`config.mk`:
```
export PLATFORM = sky130hd
export DESIGN_NAME = key_click_long_press_detector
export DESIGN_NICKNAME = d
export VERILOG_FILES = /design/src/kclp_pkg.sv /design/src/kclp_state_mem.sv /design/src/kclp_key_update.sv /design/src/key_click_long_press_detector.sv
export VERILOG_INCLUDE_DIRS = /design/src /design/src/src
export SDC_FILE = /design/constraint.sdc
export NUM_CORES = 1
export LEC_CHECK = 0
export ABC_CLOCK_PERIOD_IN_PS = 14700
export BUFFER_PORTS_ARGS = -buffer_cell sky130_fd_sc_hd__buf_2
export CORE_UTILIZATION = 45
export DETAILED_ROUTE_END_ITERATION = 10
export PLACE_DENSITY = 0.71
export SLEW_MARGIN = 20
export SYNTH_ARGS = -nofsm -noshare
export SYNTH_HDL_FRONTEND = slang
export SYNTH_SLANG_ARGS = --single-unit
```
`constraint.sdc`:
```
create_clock -name i_clk -period 14.7 [get_ports i_clk]
set_input_delay 0 -clock i_clk [delete_from_list [all_inputs] [get_ports i_clk]]
set_output_delay 0 -clock i_clk [all_outputs]
set_load 0.02 [all_outputs]
```
`src/assert_macros.svh`:
```
// Assertion helpers used by the top-level RTL file.
`ifndef ASSERT_MACROS_SVH
`define ASSERT_MACROS_SVH

// Check a condition at every rising edge outside reset.
`define KCLP_ASSERT(lbl, clk, rst_n, cond) \
    lbl: assert property (@(posedge clk) disable iff (!rst_n) (cond)) \
        else $error("%m: check failed");

// Check that an antecedent implies a consequent in the following cycle.
`define KCLP_ASSERT_NEXT(lbl, clk, rst_n, ante, cons) \
    lbl: assert property (@(posedge clk) disable iff (!rst_n) (ante) |=> (cons)) \
        else $error("%m: check failed");

`endif

```
`src/kclp_pkg.sv`:
```
package kclp_pkg;

    localparam int unsigned NUM_KEYS_DEF = 2;

    localparam int unsigned CODE_W   = 10;
    localparam int unsigned TYPE_W   = 5;
    localparam int unsigned VALUE_W  = 2;
    localparam int unsigned STAMP_W  = 32;
    localparam int unsigned THR_W    = 16;
    localparam int unsigned IDX_W    = 2;
    localparam int unsigned CFG_IDX_W  = 2;
    localparam int unsigned CFG_DATA_W = 16;

    localparam int unsigned IN_TDATA_W  = 56;
    localparam int unsigned OUT_TDATA_W = 104;

    localparam logic [TYPE_W-1:0]  KEY_EVENT_TYPE = TYPE_W'(1);
    localparam logic [VALUE_W-1:0] VAL_RELEASED   = VALUE_W'(0);

    localparam logic [CODE_W-1:0] FIRST_CODE_RST  = CODE_W'(59);
    localparam logic [CODE_W-1:0] SECOND_CODE_RST = CODE_W'(116);
    localparam logic [THR_W-1:0]  THRESHOLD_RST   = THR_W'(1000);

    typedef enum logic [CFG_IDX_W-1:0] {
        CFG_FIRST_CODE  = 2'd0,
        CFG_SECOND_CODE = 2'd1,
        CFG_THRESHOLD   = 2'd2,
        CFG_UNUSED      = 2'd3
    } t_cfg_idx;

    typedef enum logic [1:0] {
        EV_NONE  = 2'd0,
        EV_CLICK = 2'd1,
        EV_LONG  = 2'd2,
        EV_READ  = 2'd3
    } t_ev;

    typedef struct packed {
        logic               pressed;
        t_ev                pending;
        logic [STAMP_W-1:0] press_stamp;
        logic [STAMP_W-1:0] release_stamp;
        logic [STAMP_W-1:0] event_stamp;
    } t_key_entry;

    typedef struct packed {
        logic       en;
        t_key_entry data;
    } t_wr_req;

endpackage

```
`src/kclp_state_mem.sv`:
```
module kclp_state_mem
    import kclp_pkg::*;
#(
    parameter int unsigned NUM_KEYS = NUM_KEYS_DEF,
    parameter int unsigned KEY_W    = (NUM_KEYS > 1) ? $clog2(NUM_KEYS) : 1
) (
    input  logic             i_clk,
    input  logic             i_rst_n,
    input  logic             i_rd_en,
    input  logic [KEY_W-1:0] i_rd_addr,
    output t_key_entry       o_rd_data,
    input  t_wr_req          i_wr,
    input  logic [KEY_W-1:0] i_wr_addr
);

    t_key_entry            r_mem [NUM_KEYS];
    logic [NUM_KEYS-1:0]   r_vld;
    t_key_entry            r_rd_data;

    // Entry contents: no reset, valid bits stand in for it.
    always_ff @(posedge i_clk) begin
        if (i_wr.en) begin
            r_mem[i_wr_addr] <= i_wr.data;
        end
    end

    always_ff @(posedge i_clk) begin
        if (!i_rst_n) begin
            r_vld <= '0;
        end else if (i_wr.en) begin
            r_vld[i_wr_addr] <= 1'b1;
        end
    end

    // Registered read; forward a write to the same entry in the same cycle.
    always_ff @(posedge i_clk) begin
        if (i_rd_en) begin
            if (i_wr.en && (i_wr_addr == i_rd_addr)) begin
                r_rd_data <= i_wr.data;
            end else if (r_vld[i_rd_addr]) begin
                r_rd_data <= r_mem[i_rd_addr];
            end else begin
                r_rd_data <= '0;
            end
        end
    end

    assign o_rd_data = r_rd_data;

endmodule

```
`src/kclp_key_update.sv`:
```
module kclp_key_update
    import kclp_pkg::*;
(
    input  t_key_entry         i_cur,
    input  logic               i_is_read,
    input  logic [VALUE_W-1:0] i_value,
    input  logic [STAMP_W-1:0] i_now,
    input  logic [THR_W-1:0]   i_threshold,
    output t_key_entry         o_next
);

    logic [STAMP_W-1:0] elapsed;
    logic               held;
    logic               long_due;

    assign elapsed  = i_now - i_cur.press_stamp;
    assign held     = (i_value != VAL_RELEASED);
    assign long_due = (elapsed >= STAMP_W'(i_threshold));

    always_comb begin
        o_next = i_cur;
        if (i_is_read) begin
            // Acknowledge any pending event.
            if (i_cur.pending != EV_NONE) begin
                o_next.pending = EV_READ;
            end
        end else if (!i_cur.pressed) begin
            if (held) begin
                o_next.pressed     = 1'b1;
                o_next.pending     = EV_NONE;
                o_next.press_stamp = i_now;
            end
        end else if (held) begin
            if ((i_cur.pending == EV_NONE) && long_due) begin
                o_next.pending     = EV_LONG;
                o_next.event_stamp = i_now;
            end
        end else begin
            o_next.pressed       = 1'b0;
            o_next.release_stamp = i_now;
            if (i_cur.pending == EV_NONE) begin
                o_next.pending     = EV_CLICK;
                o_next.event_stamp = i_now;
            end
        end
    end

endmodule

```
`src/key_click_long_press_detector.sv`:
```
// A read beat passes stage one, then the output register, before it turns
// valid on the master side. Key events update the key table in the cycle
// after acceptance, no beat. Throughput: one beat per cycle; the slave side
// stalls only while a read in stage one waits behind an untaken output beat.
// Reset: clears control state and the key table's valid bits, and restores
// the register defaults (key codes 59 and 116, threshold 1000 ms).
`include "assert_macros.svh"

module key_click_long_press_detector
    import kclp_pkg::*;
#(
    parameter int unsigned NUM_KEYS = NUM_KEYS_DEF
) (
    input  logic                   i_clk,
    input  logic                   i_rst_n,
    // configuration write channel
    input  logic                   i_cfg_valid,
    output logic                   o_cfg_ready,
    input  logic [CFG_IDX_W-1:0]   i_cfg_index,
    input  logic [CFG_DATA_W-1:0]  i_cfg_data,
    // slave side
    input  logic                   s_axis_tvalid,
    output logic                   s_axis_tready,
    // event_type[4:0], event_code[14:5], event_value[16:15],
    // now_ms[48:17], key_index[50:49], zero fill [55:51]
    input  logic [IN_TDATA_W-1:0]  s_axis_tdata,
    // op[0]
    input  logic                   s_axis_tuser,
    // master side
    output logic                   m_axis_tvalid,
    input  logic                   m_axis_tready,
    // is_pressed[0], event_kind[2:1], press_time[34:3],
    // release_time[66:35], event_time[98:67], zero fill [103:99]
    output logic [OUT_TDATA_W-1:0] m_axis_tdata,
    // bad_index[0]
    output logic                   m_axis_tuser
);

    localparam int unsigned KEY_W = (NUM_KEYS > 1) ? $clog2(NUM_KEYS) : 1;

    // ---------------------------------------------------------------
    // Configuration registers; writes are always taken.
    // ---------------------------------------------------------------
    logic [CODE_W-1:0] r_first_code;
    logic [CODE_W-1:0] r_second_code;
    logic [THR_W-1:0]  r_threshold;

    assign o_cfg_ready = 1'b1;

    always_ff @(posedge i_clk) begin
        if (!i_rst_n) begin
            r_first_code  <= FIRST_CODE_RST;
            r_second_code <= SECOND_CODE_RST;
            r_threshold   <= THRESHOLD_RST;
        end else if (i_cfg_valid) begin
            unique case (t_cfg_idx'(i_cfg_index))
                CFG_FIRST_CODE:  r_first_code  <= i_cfg_data[CODE_W-1:0];
                CFG_SECOND_CODE: r_second_code <= i_cfg_data[CODE_W-1:0];
                CFG_THRESHOLD:   r_threshold   <= i_cfg_data[THR_W-1:0];
                CFG_UNUSED:      ;
                default:         ;
            endcase
        end
    end

    // ---------------------------------------------------------------
    // Beat unpacking and slot selection at acceptance.
    // ---------------------------------------------------------------
    logic               in_op;
    logic [TYPE_W-1:0]  in_type;
    logic [CODE_W-1:0]  in_code;
    logic [VALUE_W-1:0] in_value;
    logic [STAMP_W-1:0] in_now;
    logic [IDX_W-1:0]   in_idx;

    assign in_op    = s_axis_tuser;
    assign in_type  = s_axis_tdata[4:0];
    assign in_code  = s_axis_tdata[14:5];
    assign in_value = s_axis_tdata[16:15];
    assign in_now   = s_axis_tdata[48:17];
    assign in_idx   = s_axis_tdata[50:49];

    logic             hit_first;
    logic             hit_second;
    logic             ev_match;
    logic             idx_bad;
    logic             in_acc;
    logic             needs_stage;
    logic             rd_en;
    logic [KEY_W-1:0] acc_slot;

    // Slot zero wins when both codes match.
    assign hit_first  = (in_code == r_first_code);
    assign hit_second = (NUM_KEYS > 1) && (in_code == r_second_code);
    assign ev_match   = !in_op && (in_type == KEY_EVENT_TYPE) && (hit_first || hit_second);
    assign idx_bad    = (in_idx >= IDX_W'(NUM_KEYS));

    always_comb begin
        if (in_op) begin
            acc_slot = in_idx[KEY_W-1:0];
        end else if (hit_first) begin
            acc_slot = '0;
        end else begin
            acc_slot = KEY_W'(1);
        end
    end

    assign in_acc      = s_axis_tvalid && s_axis_tready;
    // Drop unmatched and non-key events right here.
    assign needs_stage = in_op || ev_match;
    assign rd_en       = in_acc && (ev_match || (in_op && !idx_bad));

    // ---------------------------------------------------------------
    // Stage one: entry read back, update and write back.
    // ---------------------------------------------------------------
    logic               r_s1_vld;
    logic               r_s1_op;
    logic               r_s1_bad;
    logic [VALUE_W-1:0] r_s1_value;
    logic [STAMP_W-1:0] r_s1_now;
    logic [KEY_W-1:0]   r_s1_slot;

    logic       s1_go;
    t_key_entry cur_entry;
    t_key_entry next_entry;
    t_wr_req    mem_wr;

    logic                   r_out_vld;
    logic                   r_out_bad;
    logic [OUT_TDATA_W-1:0] r_out_data;

    // Advance unless a read result would overrun a held output beat.
    assign s1_go         = r_s1_vld && (!r_s1_op || !r_out_vld || m_axis_tready);
    assign s_axis_tready = !r_s1_vld || s1_go;

    always_ff @(posedge i_clk) begin
        if (!i_rst_n) begin
            r_s1_vld <= 1'b0;
        end else if (s_axis_tready) begin
            r_s1_vld <= in_acc && needs_stage;
        end
    end

    always_ff @(posedge i_clk) begin
        if (in_acc) begin
            r_s1_op    <= in_op;
            r_s1_bad   <= in_op && idx_bad;
            r_s1_value <= in_value;
            r_s1_now   <= in_now;
            r_s1_slot  <= acc_slot;
        end
    end

    kclp_state_mem #(
        .NUM_KEYS (NUM_KEYS),
        .KEY_W    (KEY_W)
    ) u_state_mem (
        .i_clk     (i_clk),
        .i_rst_n   (i_rst_n),
        .i_rd_en   (rd_en),
        .i_rd_addr (acc_slot),
        .o_rd_data (cur_entry),
        .i_wr      (mem_wr),
        .i_wr_addr (r_s1_slot)
    );

    kclp_key_update u_key_update (
        .i_cur       (cur_entry),
        .i_is_read   (r_s1_op),
        .i_value     (r_s1_value),
        .i_now       (r_s1_now),
        .i_threshold (r_threshold),
        .o_next      (next_entry)
    );

    // Bad slot reads leave the table alone.
    assign mem_wr.en   = s1_go && !r_s1_bad;
    assign mem_wr.data = next_entry;

    // ---------------------------------------------------------------
    // Output register: holds a read result until the sink takes it.
    // ---------------------------------------------------------------
    always_ff @(posedge i_clk) begin
        if (!i_rst_n) begin
            r_out_vld <= 1'b0;
        end else if (s1_go && r_s1_op) begin
            r_out_vld <= 1'b1;
        end else if (m_axis_tready) begin
            r_out_vld <= 1'b0;
        end
    end

    always_ff @(posedge i_clk) begin
        if (s1_go && r_s1_op) begin
            r_out_bad <= r_s1_bad;
            if (r_s1_bad) begin
                r_out_data <= '0;
            end else begin
                r_out_data <= {5'b0, cur_entry.event_stamp, cur_entry.release_stamp,
                               cur_entry.press_stamp, cur_entry.pending, cur_entry.pressed};
            end
        end
    end

    assign m_axis_tvalid = r_out_vld;
    assign m_axis_tdata  = r_out_data;
    assign m_axis_tuser  = r_out_bad;

    // ---------------------------------------------------------------
    // Checks
    // ---------------------------------------------------------------
    `KCLP_ASSERT(a_no_write_on_stall, i_clk, i_rst_n, !(r_s1_vld && !s1_go) || !mem_wr.en)
    `KCLP_ASSERT(a_bad_beat_zero, i_clk, i_rst_n,
        !(m_axis_tvalid && m_axis_tuser) || (m_axis_tdata == '0))
    `KCLP_ASSERT(a_no_click_while_held, i_clk, i_rst_n,
        !(m_axis_tvalid && m_axis_tdata[0]) || (m_axis_tdata[2:1] != EV_CLICK))
    `KCLP_ASSERT_NEXT(a_read_reaches_out, i_clk, i_rst_n,
        s1_go && r_s1_op, m_axis_tvalid)

endmodule
```
==> impl_table.tex <==
\begin{tabular}{lr}
\hline
Metric & Value \\
\hline
\multicolumn{2}{l}{\textbf{STA}} \\
Setup TNS & 0 ns \\
Max-slew violation count & 0 \\
Count of endpoints failing setup in the final report & 0 \\
Min setup slack post-route & about 8.1 ns \\
Min cycle time layout & roughly 6.6 ns \\
Unrepaired setup endpoints after global routing & no \\
Final worst clock skew & roughly 0.026 ns \\
Relative max-transition margin & 28.3\% \\
Fmax & $\sim$150 MHz \\
Actual slew at the worst max-slew pin & roughly 1.1 ns \\
Number of endpoints with negative hold slack in the final report & 0 \\
Hold WS & 0.0659 ns \\
Tcrit/Tclk final & around 45\% \\
\multicolumn{2}{l}{\textbf{Setup path}} \\
Register-to-register setup slack & $\sim$8.1 ns \\
Arrival time of data at the critical path endpoint & approximately 7.0 ns \\
Highest-delay cell along the critical path & o21ai\_0 \\
Setup crit start & r\_s1\_now[6] \\
Critical path's largest stage delay & 0.60 ns \\
Stages on the worst setup path & 20 \\
Maximum fanout count along the critical path & 65 \\
Setup crit end kind & flip-flop \\
Crit path required time & $\sim$15 ns \\
Startpoint types & flip-flop \\
Depth of the worst register-to-register path & 20 \\
Top cell family by delay on the critical path & compound AO/OA/AOI/OAI gates \\
Critical path destination & u\_state\_mem.r\_mem[0][3] \\
Category of the critical setup timing path & flip-flop to flip-flop \\
Startpoint of the worst-slack reg-to-reg timing path & r\_s1\_now[6] \\
Chain of cells forming the critical path & ha\_1, a21oi\_1, o21ai\_0, nor2\_1, o21ai\_0, a31oi\_1, o21ai\_0, xor2\_1, ha\_1, a221oi\_1, o211ai\_1, a221oi\_1, o311ai\_0, a221oi\_1, nand4b\_1, nor4\_4, buf\_4, nor2\_2, buf\_4, mux2\_1 \\
Buf/Inv on CP & 2 \\
Capture instance of the worst register-to-register path & u\_state\_mem.r\_mem[0][3] \\
\multicolumn{2}{l}{\textbf{Clocking}} \\
Inserted Clock Buffers & 49 \\
Root buf cell & clkbuf\_16 \\
Number of sinks driven by the clock tree & $\sim$470 \\
Post-CTS setup buffer count & 0 \\
Clock insertion delay at the later pin of the skew report & around 0.6 ns \\
Clock tree from TritonCTS & yes \\
Maximum buffer depth of the clock tree & 3 \\
Clock transition at path regs & 0.06 ns \\
Htree depth & 2 \\
\multicolumn{2}{l}{\textbf{Run status}} \\
Status & finished, final reports clean \\
\multicolumn{2}{l}{\textbf{GRT}} \\
Via count of the first global-routing pass & about 15000 \\
First-pass GRT wire length & 83500 microns \\
Antenna violations before repair & 0 \\
Total global routing track utilization & 21.7\% \\
Final global-route overflow total & 0 \\
Maximum number of pins on one net before global-route repair & 86 \\
\multicolumn{2}{l}{\textbf{Floorplanning}} \\
Effective utilization at floorplan & a little under half \\
Horiz. Die Dim & between 200 and 250 microns \\
Area of the placeable core & 0.0477 sq mm \\
Cell Rows & 80 \\
Vertical die dimension & between 200 and 250 microns \\
Area enclosed by the die boundary & 0.0493 sq mm \\
IO Pins & 188 \\
\multicolumn{2}{l}{\textbf{Final layout}} \\
Antenna diode count & 0 \\
Count of nets after finishing & approximately 2100 \\
Ratio of cells with drive above 1 in the final layout & 17.4\% \\
Non-filler instance count after layout & 2624 \\
Growth of design area from synthesis to finish & 17.0\% \\
\multicolumn{2}{l}{\textbf{Yosys}} \\
Top cell type's share of synthesized area & approximately 60\% \\
Synth Warn \# & 0 \\
Share of synthesized flip-flops with an asynchronous set or reset & 0\% \\
Main area contributors after synthesis & edfxtp\_1 60\%, mux2i\_1 4.6\%, dfxtp\_1 3.7\%, nand2\_1 3.6\%, o21ai\_0 3.5\% \\
Most used DFF post-synth & edfxtp\_1 \\
Post-Syn Area & around 0.022 sq mm \\
EDFF count, synth & 434 \\
Part of the Yosys area used for sequential elements & a little under two thirds \\
Mapped Cells & between 1500 and 2000 \\
Number of synthesized register bits & 474 \\
Cell taking the most area after synthesis & edfxtp\_1 \\
Synth cell types & 65 \\
Post-Syn Area per Cell & between 10 and 15 sq um \\
\multicolumn{2}{l}{\textbf{Drt}} \\
Total wire length & approximately 54000 microns \\
Count of unresolved DRC violations after routing & 0 \\
Initial DRT Pass Iterations & 5 \\
Via count & between 10000 and 15000 \\
Number of vias per cell after detailed routing & between 5 and 6 \\
Routed wirelength normalized by instance count & between 20 and 25 microns \\
Starting DRT DRC Count & roughly 1400 \\
Detail Route Antenna Nets & 0 \\
\multicolumn{2}{l}{\textbf{Job}} \\
Max-capacitance violation count & 0 \\
\multicolumn{2}{l}{\textbf{Hold path}} \\
Worst min-delay path class & primary input to flip-flop \\
Hold path cells & 4 \\
\multicolumn{2}{l}{\textbf{Power and ir drop}} \\
Peak supply drop & between 80 and 90 uV \\
Leakage power & around 9 nW \\
Power per cell area & around 120 mW/mm\^{}2 \\
\multicolumn{2}{l}{\textbf{Placed design}} \\
Buffers added on ports & approximately 180 \\
Post-detailed-placement half-perimeter wirelength & between 30000 and 40000 microns \\
Placement-stage worst setup slack & slightly above 8 ns \\
Number of placed cells counting well taps & around 2500 \\
Placer's final routability congestion estimate & just under 0.9 \\
\hline
\end{tabular}
## Yosys cell counts (3+ instances only)
library cell  count
o21ai_0         151
nand2b_1          9
and4_1            3
o31ai_1           3
a21oi_1          44
mux2_1            3
ha_1             47
a21o_1           13
nor2_1          101
a211oi_1          4
buf_6             3
a21boi_0         26
edfxtp_1        434
xnor2_1          28
nor3b_1           3
xor2_1           12
mux2i_1         100
nor2b_1          72
a221oi_1          3
o21a_1            7
dfxtp_1          40
and2_1            5
inv_1            59
buf_4             7
buf_2             8
nor4_1            5
o21ai_1           3
nor3_1           12
nand4_1          17
a31oi_1           3
nand3_1          81
clkbuf_1         69
a311o_1          33
o211ai_1         14
o21bai_1          3
and3b_1           3
nand2_1         209
buf_1            13
mux2_2           66
## power breakdown
| part | internal [W] | switching, W |
|---|---|---|
| sequential | 0.00151 | 0.0000288 |
| combinational | 0.000104 | 0.000167 |
| clock | 0.000705 | 0.000528 |
## repair_timing
item / CTS / global route
resized for setup: 0 / 0
hold endpoints to repair: 76 / 0
hold buffers: 69 / 0
endpoints found under the setup margin: 0 / 0
## kinds of logic after synthesis
logic type / synth area share (%)
mux: 8.16
other cells: 0.0345
buf+inv: 3.01
flops: 63.5
compound gates: 9.44
simple gates: 11.5
xor+xnor: 1.61
fa+ha+maj: 2.79
## cells in the final DEF, fill, tap and decap left out, types with 5 or more instances in the layout
master	instances
o211ai_1	14
dlygate4sd3_1	69
bufinv_16	5
nand2b_1	9
clkbuf_16	49
nand4_1	17
nand2_1	208
a21o_1	13
nor3_1	10
nor4_1	5
clkbuf_1	10
a21oi_1	44
ha_1	47
buf_2	176
dfxtp_1	40
edfxtp_1	434
clkinv_1	10
o21a_1	7
inv_1	59
xor2_1	12
buf_4	19
mux2i_1	100
clkinv_2	10
a21boi_0	25
mux2_2	65
xnor2_1	28
o21ai_0	151
a311o_1	33
nand3_1	81
nor2_1	98
conb_1	6
nor2b_1	71
## worst min-delay path by stage
stage	from	endpoint
final	i_cfg_valid	r_second_code[0]
after CTS	i_cfg_valid	r_second_code[5]
after global routing	i_cfg_valid	r_second_code[5]
after floorplan	s_axis_tdata[17]	r_s1_now[0]
after detailed placement	s_axis_tdata[47]	r_s1_now[30]
after global placement	s_axis_tdata[38]	r_s1_now[21]
## worst reg2reg max path, cell delays in order, from the launching register on
cell and delay [ns]:
edfxtp_1 0.51, ha_1 0.45, a21oi_1 0.09, o21ai_0 0.60, nor2_1 0.14, o21ai_0 0.30, a31oi_1 0.18, o21ai_0 0.23
xor2_1 0.19, ha_1 0.28, a221oi_1 0.29, o211ai_1 0.14, a221oi_1 0.26, o311ai_0 0.20, a221oi_1 0.35, nand4b_1 0.27
nor4_4 0.30, buf_4 0.60, nor2_2 0.27, buf_4 0.33, mux2_1 0.41
## layout make-up
cell class / count / area, sq um
Fill cell: 3962 / 22200
Sequential cell: 474 / 13800
Multi-Input combinational cell: 1122 / 7390
Timing Repair Buffer: 264 / 1710
Clock buffer: 59 / 1260
Tap cell: 615 / 769
Clock inverter: 31 / 308
Inverter: 59 / 221
## metrics by stage
step	total power [W]	util, %	cell area, sq um
global placement	0.00181	48.7	23200
CTS	0.00306	53.4	25500
finish	0.00304	53.4	25500
global route	0.00314	53.4	25500
floorplan	0.00173	-	21800
detailed placement	0.00182	48.7	23200
## routing by layer
metal	GRT usage (%)	routed length, microns	vias up	share of wire [%]
li1	-	-	6889	-
met1	29.1	22700	7228	42
met5	0	0	-	0
met2	36.3	26100	532	49
met4	6.77	1470	0	2.7
met3	3.26	3350	104	6.3
## registers in the layout, summed over array words and instances, names as in the netlist
signal	cells
r_s1_now	32
r_first_code	10
u_state_mem.r_mem	198
r_s1_bad	1
r_s1_slot	1
u_state_mem.r_vld	2
m_axis_tuser	1
u_state_mem.o_rd_data	99
r_s1_op	1
r_s1_value	2
r_threshold	16
r_second_code	10
m_axis_tvalid	1
r_s1_vld	1
m_axis_tdata	99
(Power assumes the default switching activity.)
